## config.mk

```make
export PLATFORM = sky130hd
export DESIGN_NAME = wnaf_scalar_recoder
export DESIGN_NICKNAME = d
export VERILOG_FILES = /design/src/wsr_pkg.sv /design/src/wsr_fifo.sv /design/src/wsr_front.sv /design/src/wsr_back.sv /design/src/wnaf_scalar_recoder.sv
export SDC_FILE = /design/constraint.sdc
export NUM_CORES = 1
export LEC_CHECK = 0
export ABC_AREA = 1
export BUFFER_PORTS_ARGS = -buffer_cell sky130_fd_sc_hd__buf_2
export CORE_AREA = 5 5 234 236
export CTS_BUF_LIST = sky130_fd_sc_hd__clkbuf_16
export DETAILED_ROUTE_END_ITERATION = 8
export DIE_AREA = 0 0 239 241
export MAX_ROUTING_LAYER = met4
export PLACE_DENSITY = 0.84
export SKIP_CTS_REPAIR_TIMING = 1
export SLEW_MARGIN = 25
export SYNTH_ARGS = -nofsm -noshare
export SYNTH_HDL_FRONTEND = slang
export SYNTH_SLANG_ARGS = --single-unit
```

## constraint.sdc

```tcl
create_clock -name i_clk -period 8.9 [get_ports i_clk]
set_input_delay 1.78 -clock i_clk [delete_from_list [all_inputs] [get_ports i_clk]]
set_output_delay 1.78 -clock i_clk [all_outputs]
set_load 0.01 [all_outputs]
```

## src/wsr_pkg.sv

```systemverilog
// Package for the wNAF scalar recoder: constants, queue item and result types.
package wsr_pkg;

    localparam int SCALAR_BITS_DEF = 128;
    localparam int MAG_MAX         = 128;
    localparam int CFG_W           = 5;
    localparam int DIGIT_W         = 16;
    localparam int CNT_W           = 8;
    localparam int QUEUE_DEPTH     = 2;
    localparam int RES_DEPTH       = 2;

    localparam logic [CFG_W-1:0] W_MIN   = 5'd3;
    localparam logic [CFG_W-1:0] W_MAX   = 5'd16;
    localparam logic [CFG_W-1:0] W_RESET = 5'd5;

    typedef struct packed {
        logic [MAG_MAX-1:0] mag;
        logic               neg;
        logic               zero;
    } t_item;

    typedef struct packed {
        logic signed [DIGIT_W-1:0] digit;
        logic [CNT_W-1:0]          zeros_before;
        logic [CNT_W-1:0]          position;
        logic                      last;
        logic                      empty_res;
    } t_result;

    typedef enum logic [0:0] {
        BK_IDLE,
        BK_RUN
    } t_back_state;

endpackage

```

## src/wsr_fifo.sv

```systemverilog
// Small synchronous FIFO with full/empty flags.
module wsr_fifo #(
    parameter int WIDTH = 8,
    parameter int DEPTH = 2
) (
    input  logic             i_clk,
    input  logic             i_rst_n,
    input  logic             i_push,
    input  logic [WIDTH-1:0] i_data,
    output logic             o_full,
    input  logic             i_pop,
    output logic [WIDTH-1:0] o_data,
    output logic             o_empty
);

    localparam int PtrW = (DEPTH > 1) ? $clog2(DEPTH) : 1;
    localparam int CntW = $clog2(DEPTH + 1);

    logic [WIDTH-1:0] r_mem [DEPTH];
    logic [PtrW-1:0]  r_wr_ptr;
    logic [PtrW-1:0]  r_rd_ptr;
    logic [CntW-1:0]  r_count;
    logic             do_push;
    logic             do_pop;

    assign o_full  = (r_count == CntW'(DEPTH));
    assign o_empty = (r_count == '0);
    assign do_push = i_push && !o_full;
    assign do_pop  = i_pop && !o_empty;
    assign o_data  = r_mem[r_rd_ptr];

    always_ff @(posedge i_clk) begin
        if (do_push) begin
            r_mem[r_wr_ptr] <= i_data;
        end
    end

    always_ff @(posedge i_clk) begin
        if (!i_rst_n) begin
            r_wr_ptr <= '0;
            r_rd_ptr <= '0;
            r_count  <= '0;
        end else begin
            if (do_push) begin
                r_wr_ptr <= (r_wr_ptr == PtrW'(DEPTH - 1)) ? '0 : r_wr_ptr + 1'b1;
            end
            if (do_pop) begin
                r_rd_ptr <= (r_rd_ptr == PtrW'(DEPTH - 1)) ? '0 : r_rd_ptr + 1'b1;
            end
            if (do_push && !do_pop) begin
                r_count <= r_count + 1'b1;
            end else if (do_pop && !do_push) begin
                r_count <= r_count - 1'b1;
            end
        end
    end

endmodule

```

## src/wsr_front.sv

```systemverilog
// Front stage: accepts scalars, trims to the scalar width and flags zero.
module wsr_front import wsr_pkg::*; #(
    parameter int SCALAR_BITS = SCALAR_BITS_DEF
) (
    input  logic        i_clk,
    input  logic        i_rst_n,
    input  logic        push,
    output logic        full,
    input  logic [63:0] i_magnitude_low,
    input  logic [63:0] i_magnitude_high,
    input  logic        i_negative,
    output logic        o_q_push,
    output t_item       o_q_item,
    input  logic        i_q_full
);

    localparam logic [MAG_MAX-1:0] MagMask = {MAG_MAX{1'b1}} >> (MAG_MAX - SCALAR_BITS);

    logic               r_valid;
    t_item              r_item;
    logic [MAG_MAX-1:0] mag;
    logic               advance;

    assign mag      = {i_magnitude_high, i_magnitude_low} & MagMask;
    assign advance  = !r_valid || !i_q_full;
    assign full     = !advance;
    assign o_q_push = r_valid;
    assign o_q_item = r_item;

    always_ff @(posedge i_clk) begin
        if (!i_rst_n) begin
            r_valid <= 1'b0;
        end else if (advance) begin
            r_valid <= push;
        end
    end

    always_ff @(posedge i_clk) begin
        if (advance && push) begin
            r_item.mag  <= mag;
            r_item.neg  <= i_negative;
            r_item.zero <= (mag == '0);
        end
    end

endmodule

```

## src/wsr_back.sv

```systemverilog
// Back stage: emits nonzero digits, one position a cycle unless stalled.
module wsr_back import wsr_pkg::*; #(
    parameter int SCALAR_BITS = SCALAR_BITS_DEF
) (
    input  logic             i_clk,
    input  logic             i_rst_n,
    input  logic [CFG_W-1:0] i_window,
    input  logic             i_q_empty,
    input  t_item            i_q_item,
    output logic             o_q_pop,
    output logic             o_res_push,
    output t_result          o_res,
    input  logic             i_res_full
);

    localparam int XW   = SCALAR_BITS + 1;
    localparam int PosW = $clog2(SCALAR_BITS + 2);

    t_back_state        r_state;
    t_back_state        n_state;
    logic [XW-1:0]      r_x;
    logic [XW-1:0]      n_x;
    logic               r_neg;
    logic [PosW-1:0]    r_pos;
    logic [PosW-1:0]    n_pos;
    logic [PosW-1:0]    r_next_free;
    logic [PosW-1:0]    n_next_free;

    logic [CFG_W-1:0]   w;
    logic [XW-1:0]      low_mask;
    logic [DIGIT_W-1:0] word;
    logic               half_set;
    logic [XW-1:0]      x_dig;
    logic [XW-1:0]      x_step;
    logic [DIGIT_W:0]   d_wide;
    logic [DIGIT_W-1:0] d_mag;
    logic [PosW-1:0]    zeros;

    always_comb begin
        if (i_window < W_MIN) begin
            w = W_MIN;
        end else if (i_window > W_MAX) begin
            w = W_MAX;
        end else begin
            w = i_window;
        end
    end

    assign low_mask = (XW'(1) << w) - XW'(1);
    assign word     = r_x[DIGIT_W-1:0] & low_mask[DIGIT_W-1:0];
    assign half_set = |(word & (DIGIT_W'(1) << (w - 5'd1)));
    assign x_dig    = half_set ? ((r_x & ~low_mask) + (XW'(1) << w)) : (r_x & ~low_mask);
    assign x_step   = r_x[0] ? x_dig : r_x;
    assign d_wide   = {1'b0, word} - (half_set ? ((DIGIT_W + 1)'(1) << w) : '0);
    assign d_mag    = d_wide[DIGIT_W-1:0];
    assign zeros    = r_pos - r_next_free;

    always_ff @(posedge i_clk) begin
        if (!i_rst_n) begin
            r_state <= BK_IDLE;
        end else begin
            r_state <= n_state;
        end
    end

    always_ff @(posedge i_clk) begin
        r_x         <= n_x;
        r_pos       <= n_pos;
        r_next_free <= n_next_free;
        if (r_state == BK_IDLE && !i_q_empty && !i_q_item.zero) begin
            r_neg <= i_q_item.neg;
        end
    end

    always_comb begin
        n_state     = r_state;
        n_x         = r_x;
        n_pos       = r_pos;
        n_next_free = r_next_free;
        o_q_pop     = 1'b0;
        o_res_push  = 1'b0;
        o_res       = '0;
        unique case (r_state)
            BK_IDLE: begin
                if (!i_q_empty) begin
                    if (i_q_item.zero) begin
                        o_res.empty_res = 1'b1;
                        if (!i_res_full) begin
                            o_res_push = 1'b1;
                            o_q_pop    = 1'b1;
                        end
                    end else begin
                        o_q_pop     = 1'b1;
                        n_x         = XW'(i_q_item.mag[SCALAR_BITS-1:0]);
                        n_pos       = '0;
                        n_next_free = '0;
                        n_state     = BK_RUN;
                    end
                end
            end
            BK_RUN: begin
                o_res.digit        = r_neg ? -d_mag : d_mag;
                o_res.zeros_before = CNT_W'(zeros);
                o_res.position     = CNT_W'(r_pos);
                o_res.last         = (x_step == '0);
                if (!(r_x[0] && i_res_full)) begin
                    o_res_push = r_x[0];
                    n_x        = x_step >> 1;
                    n_pos      = r_pos + 1'b1;
                    if (r_x[0]) begin
                        n_next_free = r_pos + 1'b1;
                    end
                    if (x_step == '0) begin
                        n_state = BK_IDLE;
                    end
                end
            end
            default: begin
                n_state = BK_IDLE;
            end
        endcase
    end

endmodule

```

## src/wnaf_scalar_recoder.sv

```systemverilog
// Top level of the width-w NAF scalar recoder.
//
// Input channel: a scalar magnitude (two 64-bit halves) plus sign is taken on
// a rising edge with push high and full low. Result channel: while empty is
// low, the oldest digit record sits on the o_ ports; pop takes it.
// One transaction per nonzero digit, lowest position first, the highest one
// carrying o_last; a zero scalar gives a single transaction with o_empty_res.
// The window width is written through i_cfg_we/i_cfg_window_width; the user must
// write it only while the block is idle; the block itself does not enforce this.
// Values below 3 act as 3, above 16 as 16; reset value is 5. A scalar passes
// the front register and the item queue; the back stage loads it, then walks
// one digit position per cycle up to the highest digit, pushing each nonzero
// digit into the result queue and holding while that queue is full; a zero
// scalar's record is pushed straight from idle.
// A two-entry queue between front and back and a two-entry result queue let
// new scalars be taken while results wait. When the receiver stalls, the back
// stage holds on the pending digit and full rises once the queues fill.
// Synchronous active-low reset empties all queues and returns to idle.
module wnaf_scalar_recoder import wsr_pkg::*; #(
    parameter int SCALAR_BITS = SCALAR_BITS_DEF
) (
    input  logic                      i_clk,
    input  logic                      i_rst_n,
    input  logic                      push,
    output logic                      full,
    input  logic [63:0]               i_magnitude_low,
    input  logic [63:0]               i_magnitude_high,
    input  logic                      i_negative,
    output logic                      empty,
    input  logic                      pop,
    output logic signed [DIGIT_W-1:0] o_digit,
    output logic [CNT_W-1:0]          o_zeros_before,
    output logic [CNT_W-1:0]          o_position,
    output logic                      o_last,
    output logic                      o_empty_res,
    input  logic                      i_cfg_we,
    input  logic [CFG_W-1:0]          i_cfg_window_width
);

    logic [CFG_W-1:0] r_window;
    logic             q_push;
    t_item            q_in;
    logic             q_full;
    logic             q_pop;
    logic             q_empty;
    logic [$bits(t_item)-1:0] q_out_bits;
    t_item            q_out;
    logic             res_push;
    t_result          res_in;
    logic             res_full;
    logic [$bits(t_result)-1:0] res_out_bits;
    t_result          res_out;

    always_ff @(posedge i_clk) begin
        if (!i_rst_n) begin
            r_window <= W_RESET;
        end else if (i_cfg_we) begin
            r_window <= i_cfg_window_width;
        end
    end

    wsr_front #(.SCALAR_BITS(SCALAR_BITS)) u_front (
        .i_clk            (i_clk),
        .i_rst_n          (i_rst_n),
        .push             (push),
        .full             (full),
        .i_magnitude_low  (i_magnitude_low),
        .i_magnitude_high (i_magnitude_high),
        .i_negative       (i_negative),
        .o_q_push         (q_push),
        .o_q_item         (q_in),
        .i_q_full         (q_full)
    );

    wsr_fifo #(.WIDTH($bits(t_item)), .DEPTH(QUEUE_DEPTH)) u_item_q (
        .i_clk   (i_clk),
        .i_rst_n (i_rst_n),
        .i_push  (q_push),
        .i_data  (q_in),
        .o_full  (q_full),
        .i_pop   (q_pop),
        .o_data  (q_out_bits),
        .o_empty (q_empty)
    );

    assign q_out = t_item'(q_out_bits);

    wsr_back #(.SCALAR_BITS(SCALAR_BITS)) u_back (
        .i_clk      (i_clk),
        .i_rst_n    (i_rst_n),
        .i_window   (r_window),
        .i_q_empty  (q_empty),
        .i_q_item   (q_out),
        .o_q_pop    (q_pop),
        .o_res_push (res_push),
        .o_res      (res_in),
        .i_res_full (res_full)
    );

    wsr_fifo #(.WIDTH($bits(t_result)), .DEPTH(RES_DEPTH)) u_res_q (
        .i_clk   (i_clk),
        .i_rst_n (i_rst_n),
        .i_push  (res_push),
        .i_data  (res_in),
        .o_full  (res_full),
        .i_pop   (pop),
        .o_data  (res_out_bits),
        .o_empty (empty)
    );

    assign res_out        = t_result'(res_out_bits);
    assign o_digit        = res_out.digit;
    assign o_zeros_before = res_out.zeros_before;
    assign o_position     = res_out.position;
    assign o_last         = res_out.last;
    assign o_empty_res    = res_out.empty_res;

endmodule

```

## After elaboration in Yosys (flattened, before gate mapping)

Memories as Yosys holds them, arrays and structs flattened. A register that Yosys moved wholly into a read port is not among the register bits.
Cells that the tools add are included.

| cells by class | value |
|---|---|
| add/sub/neg operators | 15 |
| order comparisons | 2 |
| equal/unequal tests | 6 |
| shift-type cells | 3 |
| muxes and demuxes | 50 |
| bitwise logic cells | 5 |
| reduce and logical (&&, ||, !) cells | 33 |

Operator list:

| kind | count |
|---|---|
| 129-bit 2-to-1 mux | 5 |
| 129-bit case mux with 2 select lines | 1 |
| 129-bit adder | 1 |
| 129-bit bitwise AND | 1 |
| 129-bit logical NOT | 1 |
| 129-bit inverter | 1 |
| 1-bit by 5-bit left shift with 129-bit output, first input constant | 1 |
| 129-bit by 2-bit subtractor with 129-bit output, second input constant | 1 |
| 128-bit logical NOT | 1 |
| 8-bit 2-to-1 mux | 5 |
| 33-bit 2-to-1 mux | 1 |
| 16-bit bitwise AND | 2 |
| 16-bit 2-to-1 mux | 2 |
| 8-bit case mux with 2 select lines | 2 |
| 1-bit by 5-bit left shift with 16-bit output, first input constant | 2 |
| 1-bit 2-to-1 mux | 26 |
| 16-bit negation | 1 |
| 16-bit OR reduction | 1 |
| 16-bit subtractor | 1 |
| 1-bit logical AND | 12 |
| 1-bit logical NOT | 11 |
| 5-bit 2-to-1 mux | 2 |
| 8-bit by 1-bit adder with 8-bit output, second input constant | 1 |
| 2-bit 2-to-1 mux | 4 |
| 16 further kinds | 28 |

| storage, ports and cells | value |
|---|---|
| register bits after elaboration | 291 |
| RAM bits | 328 |
| word-level logic and storage cells | 132 |
| memories kept | 2 |

Memory list:

| memory | depth | bits a word | read ports | clocked after Yosys merged registers in | write ports | line | text |
|---|---|---|---|---|---|---|---|
| u_item_q.r_mem | 2 | 130 | 1 | 1 | 1 | wsr_fifo.sv:19 | `logic [WIDTH-1:0] r_mem [DEPTH];` |
| u_res_q.r_mem | 2 | 34 | 1 | 1 | 1 | wsr_fifo.sv:19 |  |

## Depth between registers and ports, before layout

| depth | value |
|---|---|
| depth after elaboration | 14 |
| gate-level depth with buffers | 38 |
| gate-level depth less buffers | 37 |

## Modules after synthesis

From an unflattened synthesis, not the netlist that was laid out.

| unflattened totals | value |
|---|---|
| cell total of the unflattened synthesis | 3426 |
| area, all modules | 32730.1 um^2 |

Modules (own cells, without submodules):

| module | instances | cells an instance | area an instance (um^2) |
|---|---|---|---|
| wsr_back | 1 | 2549 | 15601.2 |
| wsr_fifo (u_item_q) | 1 | 442 | 9648.0 |
| wsr_front | 1 | 263 | 4423.0 |
| wsr_fifo (u_res_q) | 1 | 144 | 2854.0 |
| wnaf_scalar_recoder | 1 | 28 | 203.9 |

## Worst setup path after synthesis

OpenSTA, ideal clock, no wires.

| timing path | value |
|---|---|
| kind | flip-flop to flip-flop |
| start point | register u_item_q.r_count[0] |
| end point | memory u_item_q.r_mem[1][0] (netlist bit), enable pin |
| setup time | 0.622 ns |
| arrival | 6.096 ns |
| required time | 8.278 ns |
| setup slack | 2.182 ns |
| stages on the path, launching flop included | 5 |
| path buffers | 0 |
| period minus slack after synthesis | 6.718 ns |
| path through | dfxtp_1 -> inv_1 -> a21oi_1 -> inv_1 -> nor2_1 |

| on the way | value |
|---|---|
| word-level cells in the longest chain between the ends | 5 |

Ends and longest elaborated chain:

| element | line | text |
|---|---|---|
| start, declared | wsr_fifo.sv:22 | `logic [CntW-1:0] r_count;` |
| start signal, assigned | wsr_fifo.sv:51 | `r_count <= r_count + 1'b1;` |
| start signal, assigned | wsr_fifo.sv:53 | `r_count <= r_count - 1'b1;` |
| 2-bit == test | wsr_fifo.sv:26 | `assign o_full = (r_count == CntW'(DEPTH));` |
| 1-bit logical NOT | wsr_fifo.sv:28 | `assign do_push = i_push && !o_full;` |
| 1-bit logical AND | wsr_fifo.sv:28 |  |
| net u_item_q.do_push | wsr_fifo.sv:23 | `logic do_push;` |
| 1-bit 2-to-1 mux | wsr_fifo.sv:33 | `if (do_push) begin` |
| 1-bit 2-to-1 mux (not written as such) | wsr_fifo.sv:34 | `r_mem[r_wr_ptr] <= i_data;` |
| end, declared | wsr_fifo.sv:19 |  |

The timed path passes the listed nets, and every way through them passes these cells.

## Final worst setup path

| timing path | value |
|---|---|
| start point | register r_window[2] |
| end point | register u_back.r_state |

| on the way | value |
|---|---|
| word-level cells in the longest chain between the ends | 14 |
| elaborated cells between the ends (all ways) | 20 |
| those cells by class | 3 x add/sub; 2 x order compare; 2 x shift; 7 x mux; 4 x bitwise; 2 x reduce/logical |

Ends and longest elaborated chain:

| element | line | text |
|---|---|---|
| start, declared | wnaf_scalar_recoder.sv:40 | `logic [CFG_W-1:0] r_window;` |
| start signal, assigned | wnaf_scalar_recoder.sv:58 | `r_window <= i_cfg_window_width;` |
| 5-bit greater-than comparator | wsr_back.sv:42 | `end else if (i_window > W_MAX) begin` |
| 5-bit 2-to-1 mux | wsr_back.sv:42 |  |
| 5-bit 2-to-1 mux (*) | wsr_back.sv:40 | `if (i_window < W_MIN) begin` |
| 1-bit by 5-bit left shift with 129-bit output | wsr_back.sv:49, wsr_back.sv:52 |  |
| 129-bit by 2-bit subtractor with 129-bit output | wsr_back.sv:49 | `assign low_mask = (XW'(1) << w) - XW'(1);` |
| 129-bit inverter or 16-bit bitwise AND (tied branches) | wsr_back.sv:52, wsr_back.sv:50 |  |
| 129-bit bitwise AND or 16-bit bitwise AND (tied branches) | wsr_back.sv:52, wsr_back.sv:51 |  |
| 129-bit adder or 16-bit OR reduction (tied branches) | wsr_back.sv:52, wsr_back.sv:51 |  |
| 129-bit 2-to-1 mux (*) | wsr_back.sv:52 | `assign x_dig = half_set ? ((r_x & ~low_mask) + (XW'(1) << w)) : (r_x & ~low_mask);` |
| 129-bit 2-to-1 mux (*) | wsr_back.sv:53 | `assign x_step = r_x[0] ? x_dig : r_x;` |
| 129-bit logical NOT (*) | wsr_back.sv:113 | `if (x_step == '0) begin` |
| 1-bit 2-to-1 mux (*) | wsr_back.sv:113 |  |
| 1-bit 2-to-1 mux (*) | wsr_back.sv:106 | `if (!(r_x[0] && i_res_full)) begin` |
| 1-bit case mux with 2 select lines (*) | wsr_back.sv:83 | `unique case (r_state)` |
| end signal, assigned | wsr_back.sv:62 | `r_state <= n_state;` |
| end, declared | wsr_back.sv:19 | `t_back_state r_state;` |

Mark *: on every way between the ends. The rest lies on a longest branch, timed or not.
A chain may end at the register's enable or synchronous reset.

==> report_table.html <==
<table>
<tr><th>Metric</th><th>Value</th></tr>
<tr><th colspan="2">Outcome</th></tr>
<tr><td>Status</td><td>completed</td></tr>
<tr><th colspan="2">STA</th></tr>
<tr><td>Post-route fraction of the period consumed by the critical path</td><td>65.5%</td></tr>
<tr><td>F_max</td><td>171 MHz</td></tr>
<tr><td>Minimum clock period after layout</td><td>5.83 ns</td></tr>
<tr><td>Worst slew slack as a fraction of its limit</td><td>27.6%</td></tr>
<tr><td>Post-Route Setup TNS</td><td>0 ns</td></tr>
<tr><td>Worst clock skew</td><td>0.0381 ns</td></tr>
<tr><td>Actual slew at the worst max-slew pin</td><td>1.08 ns</td></tr>
<tr><td>Final setup violating endpoints</td><td>0</td></tr>
<tr><td>Hold Slack</td><td>roughly 0.44 ns</td></tr>
<tr><td>RSZ-0062 raised after global routing</td><td>false</td></tr>
<tr><td>Number of hold violations in the final report</td><td>0</td></tr>
<tr><td>Total count of max-transition violations in the final report</td><td>0</td></tr>
<tr><th colspan="2">Critical path</th></tr>
<tr><td>Worst path most repeated cell</td><td>sky130_fd_sc_hd__nand2_1</td></tr>
<tr><td>Top fanout value on the critical path</td><td>12</td></tr>
<tr><td>Arrival time at the worst endpoint</td><td>6.34 ns</td></tr>
<tr><td>Startpoint Class</td><td>register</td></tr>
<tr><td>Total buffers and inverters traversed by the critical path</td><td>4</td></tr>
<tr><td>Worst setup EP type</td><td>register</td></tr>
<tr><td>Worst path top cell family by delay</td><td>simple AND/OR/NAND/NOR gates</td></tr>
<tr><td>WP data required</td><td>9.41 ns</td></tr>
<tr><td>Crit path max-delay cell type</td><td>sky130_fd_sc_hd__dfxtp_1</td></tr>
<tr><td>Max incr delay on CP</td><td>0.65 ns</td></tr>
<tr><td>Class of the most critical setup path</td><td>register to register</td></tr>
<tr><th colspan="2">Final layout</th></tr>
<tr><td>Net count reported at finish</td><td>3771</td></tr>
<tr><td>Synthesis-to-layout area growth</td><td>11.4%</td></tr>
<tr><td>Share of cells above drive strength 1</td><td>10.8%</td></tr>
<tr><td>Final cell utilization of the core</td><td>between 60% and 70%</td></tr>
<tr><td>Inserted Diodes</td><td>0</td></tr>
<tr><th colspan="2">Floorplan</th></tr>
<tr><td>Initial Utilization</td><td>61.3%</td></tr>
<tr><td>Top-level I/O count</td><td>around 180</td></tr>
<tr><td>Die Ht</td><td>241 µm</td></tr>
<tr><td>Std cell rows</td><td>84</td></tr>
<tr><td>Overall die width</td><td>239 µm</td></tr>
<tr><td>Die area</td><td>57600 µm²</td></tr>
<tr><td>Area inside the core boundary</td><td>52200 µm²</td></tr>
<tr><th colspan="2">GRT</th></tr>
<tr><td>Global route overflow</td><td>0</td></tr>
<tr><td>Initial antenna violation count</td><td>0</td></tr>
<tr><td>First-pass GRT wire length</td><td>roughly 140000 µm</td></tr>
<tr><td>Largest net degree at the start of global routing</td><td>158</td></tr>
<tr><td>GRT Util Overall</td><td>33.1%</td></tr>
<tr><td>Via count of the first global-routing pass</td><td>24600</td></tr>
<tr><th colspan="2">Clock network</th></tr>
<tr><td>Num Clock Sinks</td><td>620</td></tr>
<tr><td>Clock tree from TritonCTS</td><td>yes</td></tr>
<tr><td>H-tree depth reported by CTS</td><td>2</td></tr>
<tr><td>Insertion delay to the later sink of the worst-skew pair</td><td>0.66 ns</td></tr>
<tr><td>Number of buffers created by CTS</td><td>59</td></tr>
<tr><td>Clk slew on worst S/H paths</td><td>around 0.060 ns</td></tr>
<tr><td>Clock root buffer master</td><td>sky130_fd_sc_hd__clkbuf_16</td></tr>
<tr><td>Max clock buf depth</td><td>3</td></tr>
<tr><th colspan="2">Routing</th></tr>
<tr><td>Via-per-instance ratio</td><td>between 5 and 6</td></tr>
<tr><td>Total wire length after detailed routing</td><td>about 94000 µm</td></tr>
<tr><td>DRC violation count after routing</td><td>0</td></tr>
<tr><td>Routed vias</td><td>25300</td></tr>
<tr><td>Average routed wire per standard cell</td><td>~22 µm</td></tr>
<tr><td>Initial DRC count</td><td>2498</td></tr>
<tr><td>Residual antenna-violating net count after detailed routing</td><td>0</td></tr>
<tr><td>Detailed-router iteration count before antenna repair</td><td>6</td></tr>
<tr><th colspan="2">Logic synthesis</th></tr>
<tr><td>Ys async rst share</td><td>0%</td></tr>
<tr><td>Post-synthesis area per instance</td><td>9.41 µm²</td></tr>
<tr><td>Count of distinct cell types in the synthesized netlist</td><td>55</td></tr>
<tr><td>Dominant register cell in the synthesized netlist</td><td>sky130_fd_sc_hd__edfxtp_1</td></tr>
<tr><td>Number of warnings printed during yosys synthesis</td><td>0</td></tr>
<tr><td>Number of enable-type register cells in the synthesized netlist</td><td>603</td></tr>
<tr><td>Total of flip-flops plus latches after synthesis</td><td>slightly above 600</td></tr>
<tr><td>Post-Synthesis Cells</td><td>3400</td></tr>
<tr><td>Syn Std Cell Area</td><td>32000 µm²</td></tr>
<tr><td>Fraction of the yosys area taken by sequential cells</td><td>57.6%</td></tr>
<tr><th colspan="2">Run</th></tr>
<tr><td>MaxCap Viol Count</td><td>0</td></tr>
<tr><th colspan="2">Place</th></tr>
<tr><td>Placer congestion estimate</td><td>1.05</td></tr>
<tr><td>Detailed placer's ending HPWL</td><td>~70000 µm</td></tr>
<tr><td>Number of I/O port buffers</td><td>174</td></tr>
<tr><th colspan="2">Power and ir drop</th></tr>
<tr><td>Maximum resistive drop on vdd</td><td>~240 µV</td></tr>
<tr><td>Power per cell area</td><td>between 300 and 400 nW/µm²</td></tr>
<tr><td>Total power draw</td><td>11.5 mW</td></tr>
<tr><td>Static leakage</td><td>13.9 nW</td></tr>
<tr><th colspan="2">Min path</th></tr>
<tr><td>Hold crit path type</td><td>register to register</td></tr>
</table>
-- synth_stat cells, drive strengths merged (8+ instances only) --
cell | count | area, µm²
dfxtp | 17 | 340
clkbuf | 73 | 274
o21ai | 145 | 737
mux2i | 48 | 480
o22ai | 28 | 175
a21oi | 133 | 677
nand3 | 161 | 811
mux2 | 34 | 383
nor3 | 104 | 553
nor4 | 96 | 601
edfxtp | 603 | 18100
xnor2 | 10 | 87.6
nand4 | 51 | 340
nand3b | 12 | 93.8
nand2 | 743 | 2820
o21a | 8 | 60.1
ha | 54 | 676
inv | 448 | 1680
nor2 | 429 | 1680
buf | 30 | 154
xor2 | 57 | 499
a31oi | 78 | 488
-- power by group --
group / internal [mW] / switching (mW) / total (mW)
logic: 1.27 / 3.02 / 4.30
registers: 4.18 / 0.469 / 4.65
clock network: 1.48 / 1.11 / 2.59
total: 6.93 / 4.60 / 11.5
-- metal layers --
metal  wire [µm]  vias to the layer above  share of wire, %  GRT usage [%]
met5           0                        -                 0              -
met4        3540                        0               3.8           10.9
met3        6430                      196               6.8           3.43
met2       46200                     1152                49           55.3
met1       38000                    12000                40           43.1
li1            -                    12000                 -              -
-- sequential cells by signal (all words and copies together) (netlist names), 2 cells and up, named ones only --
register and count:
u_back.r_x 128, u_front.o_q_item 130, r_window 5, u_res_q.r_count 2, u_item_q.r_count 2, u_res_q.r_mem 68, u_back.r_next_free 8, u_back.r_pos 8
u_item_q.r_mem 260
-- logic make-up after synthesis --
logic type,Yosys count,synth area share [%]
AND/OR/NAND/NOR,1608,21.8
buffers and inverters,552,6.60
multiplexers,82,2.70
adder cells (fa/ha/maj),56,2.24
other,2,0.0235
XOR/XNOR,67,1.83
AO/OA/AOI/OAI,413,7.18
flip-flops,620,57.6
-- metrics by stage --
stage                     setup WS (ns)  std cells  instance area, µm²
after CTS                          3.18       4315               35600
after global routing               2.67       4315               35600
after global placement             3.21       4202               33600
after detailed placement           3.21       4203               33600
after floorplan                    2.18       3423               32100
final                              3.07       4315               35600
-- cell type report --
cell class	count	area [µm²]
fillers	4043	16600
repair buffers	195	1060
clock inverters	53	536
well taps	688	861
clock buffers	59	1480
multi-input cells	2251	11600
flip-flops and latches	620	18500
inverters	449	1690
-- worst reg2reg max path, delay by kind of cell (launching register included) --
family	cells	cell delay, ns
AO/OA/AOI/OAI	4	0.88
XOR/XNOR	1	0.25
adder cells (fa/ha/maj)	1	0.34
buffers and inverters	4	0.34
flip-flops	1	0.65
AND/OR/NAND/NOR	22	3.29
-- cell usage in the layout, fill, tap and decap left out, types with 25 or more instances in the layout --
master	instances
sky130_fd_sc_hd__nor2_1	408
sky130_fd_sc_hd__ha_1	54
sky130_fd_sc_hd__o22ai_1	28
sky130_fd_sc_hd__nor4_1	95
sky130_fd_sc_hd__o21ai_0	136
sky130_fd_sc_hd__conb_1	25
sky130_fd_sc_hd__nand2_1	732
sky130_fd_sc_hd__xor2_1	57
sky130_fd_sc_hd__clkbuf_16	59
sky130_fd_sc_hd__a21oi_1	130
sky130_fd_sc_hd__mux2_2	34
sky130_fd_sc_hd__nor3_1	100
sky130_fd_sc_hd__edfxtp_1	603
sky130_fd_sc_hd__mux2i_1	48
sky130_fd_sc_hd__nand4_1	49
sky130_fd_sc_hd__inv_1	441
sky130_fd_sc_hd__nand3_1	160
sky130_fd_sc_hd__buf_2	174
sky130_fd_sc_hd__a31oi_1	78
-- final timing paths --
kind	from	endpoint	slack, ns	cells after the start
hold reg to reg	u_front.o_q_item[127]$_DFFE_PP_	u_item_q.r_mem[1][127]$_DFFE_PP_	0.44	0
setup / recovery	r_window[2]$_SDFFE_PN1P_	u_back.r_state$_SDFF_PN0_	3.07	32
setup reg to reg	r_window[2]$_SDFFE_PN1P_	u_back.r_state$_SDFF_PN0_	3.07	32
hold / removal	u_front.o_q_item[127]$_DFFE_PP_	u_item_q.r_mem[1][127]$_DFFE_PP_	0.44	0
Note: power is estimated with default switching activity, not from simulation.
